`config.mk`:
```
export PLATFORM = sky130hd
export DESIGN_NAME = fic_step
export DESIGN_NICKNAME = d
export VERILOG_FILES = /design/src/rtl/core/fic_pkg.sv /design/src/rtl/core/fic_step.sv
export SDC_FILE = /design/constraint.sdc
export NUM_CORES = 1
export LEC_CHECK = 0
export BUFFER_PORTS_ARGS = -buffer_cell sky130_fd_sc_hd__buf_2
export CAP_MARGIN = 20
export CORE_AREA = 2 2 110 112
export DETAILED_ROUTE_END_ITERATION = 10
export DIE_AREA = 0 0 112 114
export PLACE_DENSITY = 0.83
export SYNTH_ARGS = -nofsm -noshare
export SYNTH_HDL_FRONTEND = slang
export SYNTH_SLANG_ARGS = --single-unit
```
`constraint.sdc`:
```
create_clock -name vclk -period 5.7
set_input_delay 0.57 -clock vclk [all_inputs]
set_output_delay 0.57 -clock vclk [all_outputs]
set_load 0.005 [all_outputs]
```
`src/rtl/core/fic_pkg.sv`:
```
// Shared types, constants and the byte-wide CRC-32 update for the image checker.
// Used by every module of the block; depends on nothing.
package fic_pkg;

  localparam int unsigned PARTITION_BYTES_DEFAULT = 131072;
  localparam logic [31:0] BASE_ADDRESS_RESET = 32'h0802_0000;
  localparam logic [31:0] CRC_POLY = 32'hEDB8_8320;
  localparam logic [31:0] CRC_INIT = 32'hFFFF_FFFF;
  localparam int unsigned IN_TDATA_W = 8;
  localparam int unsigned OUT_TDATA_W = 72;

  localparam logic [1:0] STATUS_INTACT = 2'd0;
  localparam logic [1:0] STATUS_CORRUPT = 2'd1;
  localparam logic [1:0] STATUS_BAD_LENGTH = 2'd2;
  localparam logic [1:0] STATUS_MISALIGNED = 2'd3;

  typedef enum logic [4:0] {
    PH_IDLE    = 5'b00001,
    PH_LEN     = 5'b00010,
    PH_DATA    = 5'b00100,
    PH_TRAILER = 5'b01000,
    PH_DONE    = 5'b10000
  } phase_t;

  typedef struct packed {
    logic [1:0]  status;
    logic [31:0] computed;
    logic [31:0] stored;
  } result_t;

  function automatic logic [31:0] crc_byte(input logic [31:0] crc, input logic [7:0] b);
    logic [31:0] c;
    c = crc ^ {24'd0, b};
    for (int i = 0; i < 8; i++) begin
      c = c[0] ? ((c >> 1) ^ CRC_POLY) : (c >> 1);
    end
    return c;
  endfunction

endpackage

```
`src/rtl/core/fic_step.sv`:
```
// Next-state and result logic for one image byte of the CRC checker.
// Depends on fic_pkg for the phase type, status codes and the CRC update.
module fic_step #(
  parameter int unsigned PARTITION_BYTES = fic_pkg::PARTITION_BYTES_DEFAULT,
  parameter int unsigned POS_W = $clog2(PARTITION_BYTES)
) (
  input  fic_pkg::phase_t  phase,
  input  logic [POS_W-1:0] pos,
  input  logic [POS_W-1:0] len,
  input  logic [31:0]      crc,
  input  logic [31:0]      trailer,
  input  logic [1:0]       base_low,
  input  logic [7:0]       data_byte,
  input  logic             first_byte,
  output fic_pkg::phase_t  phase_next,
  output logic [POS_W-1:0] pos_next,
  output logic [POS_W-1:0] len_next,
  output logic [31:0]      crc_next,
  output logic [31:0]      trailer_next,
  output logic             emit,
  output fic_pkg::result_t result
);
  import fic_pkg::*;

  localparam logic [31:0] MaxLength = 32'(PARTITION_BYTES - 4);

  phase_t           ph;
  logic [POS_W-1:0] p;
  logic [POS_W-1:0] pos_inc;
  logic [31:0]      c;
  logic [31:0]      t;
  logic [31:0]      t_new;
  logic [31:0]      comp;
  logic [1:0]       k;
  logic             len_ok;

  always_comb begin
    ph = phase;
    p = pos;
    c = crc;
    t = trailer;
    phase_next = phase;
    pos_next = pos;
    len_next = len;
    crc_next = crc;
    trailer_next = trailer;
    emit = 1'b0;
    result = '{status: STATUS_BAD_LENGTH, computed: 32'd0, stored: 32'hFFFF_FFFF};
    t_new = '0;
    comp = '0;
    k = '0;
    len_ok = 1'b0;

    if (first_byte) begin
      ph = PH_LEN;
      p = '0;
      c = CRC_INIT;
      t = '0;
      len_next = '0;
    end
    pos_inc = p + POS_W'(1);

    if (first_byte && base_low != 2'd0) begin
      emit = 1'b1;
      phase_next = PH_DONE;
      result.status = STATUS_MISALIGNED;
    end else begin
      case (ph)
        PH_LEN: begin
          crc_next = crc_byte(c, data_byte);
          t_new = t | ({24'd0, data_byte} << {p[1:0], 3'b000});
          trailer_next = t_new;
          pos_next = pos_inc;
          phase_next = PH_LEN;
          if (p[1:0] == 2'd3) begin
            len_ok = (t_new >= 32'd4) && (t_new <= MaxLength) && (t_new[1:0] == 2'd0);
            if (!len_ok) begin
              emit = 1'b1;
              phase_next = PH_DONE;
            end else begin
              len_next = t_new[POS_W-1:0];
              trailer_next = '0;
              phase_next = (t_new == 32'd4) ? PH_TRAILER : PH_DATA;
            end
          end
        end
        PH_DATA: begin
          crc_next = crc_byte(c, data_byte);
          pos_next = pos_inc;
          if (pos_inc >= len) begin
            phase_next = PH_TRAILER;
          end
        end
        PH_TRAILER: begin
          k = 2'(p - len);
          t_new = t | ({24'd0, data_byte} << {k, 3'b000});
          trailer_next = t_new;
          pos_next = pos_inc;
          if (k == 2'd3) begin
            comp = ~c;
            emit = 1'b1;
            phase_next = PH_DONE;
            result.status = (comp == t_new) ? STATUS_INTACT : STATUS_CORRUPT;
            result.computed = comp;
            result.stored = t_new;
          end
        end
        default: begin
        end
      endcase
    end
  end

endmodule

```
## Word level (Yosys, flattened, before mapping)

Cells that the tools add are included.

- Output and inout port bits: 170
- Input port bits: 114
- Logic and storage cells: 75
- Register bits: 0

- Add/sub/neg operators: 2
- Bitwise operators: 12
- Eq/ne operators: 7
- Reductions and logical operators: 7
- Shift operators: 2
- $lt $le $gt $ge: 3
- Multiplexer cells: 42

Operators by type and width:

| cell | count |
|---|---|
| 2-to-1 mux 32 bit | 15 |
| 2-to-1 mux 17 bit | 8 |
| 2-to-1 mux 66 bit | 2 |
| inverter 13 -> 14 bit | 8 |
| 2-to-1 mux 64 bit | 1 |
| OR 32 bit | 2 |
| one-hot mux 32 bit (2 select lines) | 1 |
| << shifter 8 x 5 -> 32 bit | 2 |
| equality test 32 x 3 -> 1 bit, second input constant | 1 |
| equality test 32 bit | 1 |
| greater-or-equal comparator 32 x 3 -> 1 bit, second input constant | 1 |
| <= comparator 32 x 17 -> 1 bit, second input constant | 1 |
| inverter 32 bit | 1 |
| XOR 32 x 8 -> 32 bit | 1 |
| 2-to-1 mux 5 bit | 6 |
| adder 17 x 1 -> 17 bit, second input constant | 1 |
| greater-or-equal comparator 17 bit | 1 |
| one-hot mux 5 bit (3 select lines) | 1 |
| equality test 5 x 2 -> 1 bit, second input constant | 1 |
| equality test 5 x 3 -> 1 bit, second input constant | 1 |
| equality test 5 x 4 -> 1 bit, second input constant | 1 |
| 2-to-1 mux 1 bit | 5 |
| equality test 2 bit, second input constant | 2 |
| 2-to-1 mux 4 bit | 1 |
| other kinds (8) | 10 |

## Depth between registers and ports, before layout

Gate-level depths: netlist of run 1.

- Depth after elaboration: 20
- Mapped depth: 23
- Depth with buffers taken out: 15

## Least setup slack after synthesis of run 1

No wires, ideal clock.

- Path type: input to output
- From: in first_byte
- To: out phase_next[3]
- Arrival: 4.633 ns
- Setup slack: 0.497 ns
- Required time: 5.130 ns
- Cell stages on the path: 20
- Path through: clkbuf_8 buf_4 buf_2 buf_2 buf_1 buf_1 buf_1 buf_1 nor2_1 ha_1 and3_1 clkbuf_1 xnor2_1 ha_1 and4_1 nand3_1 o211a_1 a311oi_1 o21ai_0 a221oi_1

- Word-level cells in the longest chain between the ends: 10

Ends and longest elaborated chain:

| element | line | RTL |
|---|---|---|
| from (decl) | fic_step.sv:14 | `input logic first_byte,` |
| 2-to-1 mux 17 bit | fic_step.sv:54 | `if (first_byte) begin` |
| << shifter 8 x 5 -> 32 bit | fic_step.sv:71 | `t_new = t \| ({24'd0, data_byte} << {p[1:0], 3'b000});` |
| OR 32 bit | fic_step.sv:71 |  |
| greater-or-equal comparator 32 x 3 -> 1 bit / <= comparator 32 x 17 -> 1 bit (equally long branches) | fic_step.sv:76 | `len_ok = (t_new >= 32'd4) && (t_new <= MaxLength) && (t_new[1:0] == 2'd0);` |
| logical AND 1 bit (2 in series) | fic_step.sv:76 |  |
| 2-to-1 mux 5 bit | fic_step.sv:77 | `if (!len_ok) begin` |
| 2-to-1 mux 5 bit | fic_step.sv:75 | `if (p[1:0] == 2'd3) begin` |
| one-hot mux 5 bit (3 select lines) | fic_step.sv:68 | `case (ph)` |
| 2-to-1 mux 5 bit * | fic_step.sv:63 | `if (first_byte && base_low != 2'd0) begin` |
| to (decl) | fic_step.sv:15 | `output fic_pkg::phase_t phase_next,` |

Mark *: on every way between the ends. The rest lies on a longest branch, timed or not.

==> reports/qor.yml, run 1 <==
synth_top_cell_area_share: 0.104
gp_routability_congestion: 1.02
synth.largest_area_cell: "sky130_fd_sc_hd__xnor2_1"
cts.repair_timing.setup_buffer_count: 0
maximum_fanout_count_along_the_critical_path: 16
start_util: 0.461
powerDensity_nw_per_um2: 114
netlist_top_cells_area: "sky130_fd_sc_hd__xnor2_1, sky130_fd_sc_hd__nor2_1, sky130_fd_sc_hd__nand2_1"
floorplan.core_area_um2: 11700
placement.setup.worst_slack_ns: 0.560
grt_remaining_overflow: 0
drt_iter0_markers: 1043
grt_max_degree: 65
run_status: "completed"
ir_drop_uv: 85.4
synthesis.instances: 870
total_leakage_power_nw: 3.23
totalWireLength_um: 28900
critPathRequiredTime_ns: 5.13
synth_mux_area_frac: 0.0549
worst_max_slew_pin_slew_ns: 1.10
clock_buffers: 0
core.rowCount: 40
io_buffers: 284
fin_cells: 1267
ant_nets: 0
n_antenna_cell: 0
synth_top_family_by_area: "simple AND/OR/NAND/NOR gates"
layout_setup_ws_ns: 0.446
grt_first_pass_wirelength_um: 42200
post_drt_wl_per_cell_um: 22.8
hpwl_um: 23300
detailedRoute.firstPassIterationCount: 7
io-pin-count: 284
synthXorXnorAreaFrac: 0.155
post-route-drc-count: 0
criticalPathCategory: "primary input to output pin"
syn-cell-area_um2: 5400
min_period_ns: 5.25
post_synth_and_or_nand_nor_area_fraction: 0.332
synth.yosys.seq_area_share: 0
post-place-cells: 1267
netlist-cell-type-count: 80
fp.dieW_um: 112
critical_path.startpoint_type: "primary input"
final_cell_mix: "sky130_fd_sc_hd__buf_2, sky130_fd_sc_hd__nor2_1, sky130_fd_sc_hd__nand2_1"
vias_per_cell: 6.39
area_growth_pct: 27.9
synth_fa_ha_area_frac: 0.0440
dieArea_um2: 12800
cts-hold-fix-buffers: 0
max_clock_freq_ghz: 0.190
antenna_found_initial: 0
layout.cells.most_common: "sky130_fd_sc_hd__buf_2"
seq_cell_count: 0
first_global_vias: 7309
seq_area_um2: 0
min-delay-path-class: "primary input to output pin"
final_layout_size_suffix_gt1_frac: 0.341
timing.max_cap.violations: 0
timing_hold_violations_final: 0
finalSetupViolCount: 0
fp.dieH_um: 114
grt_use_total: 0.420
final_nets: 1255
vias: 8096
endpoint_kind: "output pin"
report.final.slew_viol_count: 0
final_min_period_over_clock_period: 0.922
rsz_0062_raised_after_global_routing: "no"
synth.net_count: 1003
maxSlewHeadroom: 0.262
synth-compound-area-share: 0.324
ys.warnings.count: 0
syn_area_per_cell_um2: 6.21
multi_input_comb_area_um2: 4940
critical_path_arrival_ns: 4.68
cts_resized: 0
final.fill_count: 1189
final_layout_setup_total_negative_slack_ns: 0
-- where the power goes --
group          total (mW)  internal, mW  switching, mW  leakage, nW
logic               0.791         0.317          0.473         3.23
registers               0             0              0            0
clock network           0             0              0            0
total               0.791         0.317          0.473         3.23
-- cell usage after synthesis, types with 6 or more instances --
library cell,instances
sky130_fd_sc_hd__and3_1,6
sky130_fd_sc_hd__a21oi_1,44
sky130_fd_sc_hd__inv_1,35
sky130_fd_sc_hd__nand2_1,101
sky130_fd_sc_hd__nand3_1,17
sky130_fd_sc_hd__a211oi_1,6
sky130_fd_sc_hd__o221ai_1,6
sky130_fd_sc_hd__buf_6,8
sky130_fd_sc_hd__o21ai_0,70
sky130_fd_sc_hd__xnor2_1,64
sky130_fd_sc_hd__o31ai_1,8
sky130_fd_sc_hd__a22oi_1,20
sky130_fd_sc_hd__buf_2,9
sky130_fd_sc_hd__or2_2,14
sky130_fd_sc_hd__mux2i_1,6
sky130_fd_sc_hd__a22o_1,8
sky130_fd_sc_hd__or3_1,6
sky130_fd_sc_hd__nor4_1,6
sky130_fd_sc_hd__clkbuf_1,33
sky130_fd_sc_hd__o22ai_1,22
sky130_fd_sc_hd__buf_1,9
sky130_fd_sc_hd__nand2b_1,11
sky130_fd_sc_hd__xor2_1,28
sky130_fd_sc_hd__a31oi_1,10
sky130_fd_sc_hd__nor2b_1,17
sky130_fd_sc_hd__nor2_1,124
sky130_fd_sc_hd__ha_1,19
sky130_fd_sc_hd__and3b_2,6
sky130_fd_sc_hd__mux2_2,21
sky130_fd_sc_hd__nor3_1,26
-- stage by stage --
stage	power [mW]	cell area (um^2)	util	hold WS, ns
floorplan	0.469	5400	-	1.17
global placement	0.768	6910	0.590	1.43
detailed placement	0.770	6910	0.590	1.43
CTS	0.772	6910	0.590	1.43
global route	0.843	6910	0.590	1.45
finish	0.791	6910	0.590	1.43
-- cell type report --
type	count	share of cell area
Tap cell	147	0.0266
Multi-Input combinational cell	770	0.716
Timing Repair Buffer	313	0.238
Inverter	37	0.0201
-- layer usage --
layer | up-vias | track usage | share of wire
met5 | - | 0 | 0
met4 | 0 | 0.202 | 0.055
met3 | 127 | 0.0744 | 0.12
met2 | 664 | 0.724 | 0.46
met1 | 3658 | 0.509 | 0.37
li1 | 3647 | - | -
-- kinds of logic (layout without fill, tap and decap cells) --
family | count (synthesis) | in the layout
xor gates and xnor gates | 94 | 94
and+or+nand+nor | 370 | 370
muxes | 27 | 27
buffers and inverters | 100 | 350
AOI/OAI and AO/OA | 260 | 260
adders and majority gates | 19 | 19
-- final timing paths --
| kind | startpoint | to | slack, ns | cells after the start |
|---|---|---|---|---|
| worst max-delay path | pos[0] | result[64] | 0.45 | 15 |
| worst min-delay path | crc[8] | result[40] | 1.43 | 3 |
-- worst max-delay path, stage by stage --
cell and delay (ns):
sky130_fd_sc_hd__buf_2 0.23, sky130_fd_sc_hd__inv_1 0.13, sky130_fd_sc_hd__nor2_1 0.19, sky130_fd_sc_hd__inv_1 0.07, sky130_fd_sc_hd__ha_1 0.23, sky130_fd_sc_hd__xnor2_1 0.87, sky130_fd_sc_hd__buf_4 0.34, sky130_fd_sc_hd__xnor2_2 0.14
sky130_fd_sc_hd__a31oi_1 0.46, sky130_fd_sc_hd__o22ai_1 0.20, sky130_fd_sc_hd__nand4b_1 0.21, sky130_fd_sc_hd__or4_1 0.54, sky130_fd_sc_hd__nor4_2 0.15, sky130_fd_sc_hd__a32oi_1 0.16, sky130_fd_sc_hd__buf_2 0.17
No activity file was read; power rests on OpenSTA's default activity.
==> inputs of run 2 (changes only) <==
--- a/config.mk
+++ b/config.mk
@@ -11,6 +11,7 @@
 export DETAILED_ROUTE_END_ITERATION = 10
 export DIE_AREA = 0 0 112 114
 export PLACE_DENSITY = 0.83
+export RECOVER_POWER = 50
 export SYNTH_ARGS = -nofsm -noshare
 export SYNTH_HDL_FRONTEND = slang
 export SYNTH_SLANG_ARGS = --single-unit
==> run 2 against run 1 <==
Net effect: non-clock buffer count did not move; critical path depth is 3 lower; hold slack got worse by 0.0058 ns; power shrank 1.3%; wire length up 0.63%; worst setup slack worse by 0.10 ns; cell count stayed put; highest routed layer unchanged; core utilization decreased by 0.91 points; maximum frequency down 1.9%; the run now ends with max-capacitance violations, max-slew violations left; largest cell class unchanged; clock-buffer cell count unchanged; first-iteration DRC count increased by 6.8%.
==> reports/qor.yml, run 2 (same netlist as run 1, synthesis figures left out) <==
seq_power_share: 0  # unchanged
cts.repair_timing.setup_buffer_count: 0  # unchanged
seq_area_um2: 0  # unchanged
clock_buffers: 0  # unchanged
fp.dieW_um: 112  # unchanged
vias_per_cell: 6.38  # -0.15%
dieArea_um2: 12800  # unchanged
vias: 8084  # -0.15%
violations_in_the_final_reports: "max-capacitance violations, max-slew violations"
rsz_0062_raised_after_global_routing: "no"
powerDensity_nw_per_um2: 115  # +0.29%
seq_cell_count: 0  # unchanged
report.final.slew_viol_count: 22  # +22
critPathRequiredTime_ns: 5.13  # about the same
critical_path_arrival_ns: 4.79  # +0.11 ns
grt_first_pass_wirelength_um: 42200  # unchanged
grt_use_total: 0.420  # unchanged
post-route-drc-count: 0  # unchanged
detailedRoute.firstPassIterationCount: 6  # -1
total_leakage_power_nw: 3.07  # -4.7%
core.rowCount: 40  # unchanged
io_buffers: 284  # unchanged
final_nets: 1255  # unchanged
antenna_found_initial: 0  # unchanged
final_cell_mix: "sky130_fd_sc_hd__buf_2, sky130_fd_sc_hd__nor2_1, sky130_fd_sc_hd__nand2_1"
post-place-cells: 1267  # unchanged
area_growth_pct: 26.0
final_layout_size_suffix_gt1_frac: 0.293  # -0.0482
first_global_vias: 7309  # unchanged
maximum_fanout_count_along_the_critical_path: 56  # +40
io-pin-count: 284  # unchanged
n_antenna_cell: 0  # unchanged
netSwitchingPower_mw: 0.475  # +0.38%
power_frac_clock: 0  # unchanged
start_util: 0.461  # unchanged
internal-power_mw: 0.305  # -3.7%
endpoint_kind: "output pin"
ir_drop_uv: 82.2  # -3.7%
final_min_period_over_clock_period: 0.940  # +0.0180
grt_remaining_overflow: 0  # unchanged
startpoint_of_the_most_critical_setup_path: "first_byte"
finalSetupViolCount: 0  # unchanged
cts-hold-fix-buffers: 0  # unchanged
maxSlewHeadroom: -0.345  # -0.607
cp-endpoint: "trailer_next[4]"
final.fill_count: 1236  # +4.0%
criticalPathCategory: "primary input to output pin"
timing.max_cap.violations: 1  # +1
fin_cells: 1267  # unchanged
timing_hold_violations_final: 0  # unchanged
run_status: "finished, violations left"
post_drt_wl_per_cell_um: 23.0  # +0.63%
multi_input_comb_area_um2: 4910  # -0.66%
floorplan.core_area_um2: 11700  # unchanged
fp.dieH_um: 114  # unchanged
grt_max_degree: 65  # unchanged
totalWireLength_um: 29100  # +0.63%
cts_resized: 0  # unchanged
worst_max_slew_pin_slew_ns: 2.00  # +0.897 ns
drt_iter0_markers: 1114  # +6.8%
critical_path.startpoint_type: "primary input"
final_layout_setup_total_negative_slack_ns: 0  # unchanged
gp_routability_congestion: 1.02  # unchanged
combinationalPowerShare: 1.000  # about the same
layout.cells.most_common: "sky130_fd_sc_hd__buf_2"
hpwl_um: 23300  # unchanged
max_clock_freq_ghz: 0.187  # -1.9%
ant_nets: 0  # unchanged
fraction_of_power_spent_switching_nets: 0.609  # +0.00990
min_period_ns: 5.36  # +0.103 ns
min-delay-path-class: "primary input to output pin"
-- run 2: power groups by stage --
stage	registers (mW)	clock network (mW)	logic, mW
2_1_floorplan	0	0	0.469
3_3_place_gp	0	0	0.768
3_5_place_dp	0	0	0.770
4_1_cts	0	0	0.772
5_1_grt	0	0	0.832
6_report	0	0	0.781
-- run 2: worst max-delay path, cell delays in order --
cell                       delay [ns]
sky130_fd_sc_hd__clkbuf_1        0.21
sky130_fd_sc_hd__buf_4           0.53
sky130_fd_sc_hd__inv_1           0.34
sky130_fd_sc_hd__buf_4           0.28
sky130_fd_sc_hd__o41ai_1         0.09
sky130_fd_sc_hd__and4_1          0.32
sky130_fd_sc_hd__or4b_4          0.50
sky130_fd_sc_hd__a41o_1          0.29
sky130_fd_sc_hd__o21ai_0         0.88
sky130_fd_sc_hd__nand2b_1        0.38
sky130_fd_sc_hd__o221ai_1        0.17
sky130_fd_sc_hd__buf_2           0.18
-- run 2: per-stage QoR --
stage | area [um^2] | power [mW] | setup WS, ns | util | hold slack (ns)
finish | 6800 | 0.781 | 0.343 | 0.581 | 1.43
global route | 6800 | 0.832 | 0.226 | 0.581 | 1.44
CTS | 6910 | 0.772 | 0.550 | 0.590 | 1.43
detailed placement | 6910 | 0.770 | 0.560 | 0.590 | 1.43
global placement | 6910 | 0.768 | 0.625 | 0.590 | 1.43
floorplan | 5400 | 0.469 | 0.497 | - | 1.17
-- run 2: worst min path at each step --
stage,start,depth (start not counted),slack [ns],to
floorplan,crc[0],1,1.17,result[32]
global placement,crc[8],3,1.43,result[40]
detailed placement,crc[8],3,1.43,result[40]
CTS,crc[8],3,1.43,result[40]
global route,crc[8],3,1.44,result[40]
finish,crc[8],3,1.43,result[40]
-- run 2: cell type report --
class	count	area share
Timing Repair Buffer	313	0.230
Tap cell	147	0.0270
Multi-Input combinational cell	770	0.722
Inverter	37	0.0204
-- run 2: per-layer routing --
| layer | vias to the layer above | share of wire | wire length, um | GRT usage |
|---|---|---|---|---|
| li1 | 3652 | - | - | - |
| met1 | 3653 | 0.37 | 10800 | 0.509 |
| met2 | 647 | 0.46 | 13400 | 0.724 |
| met3 | 132 | 0.11 | 3320 | 0.0744 |
| met4 | 0 | 0.055 | 1610 | 0.202 |
| met5 | - | 0 | 0 | 0 |
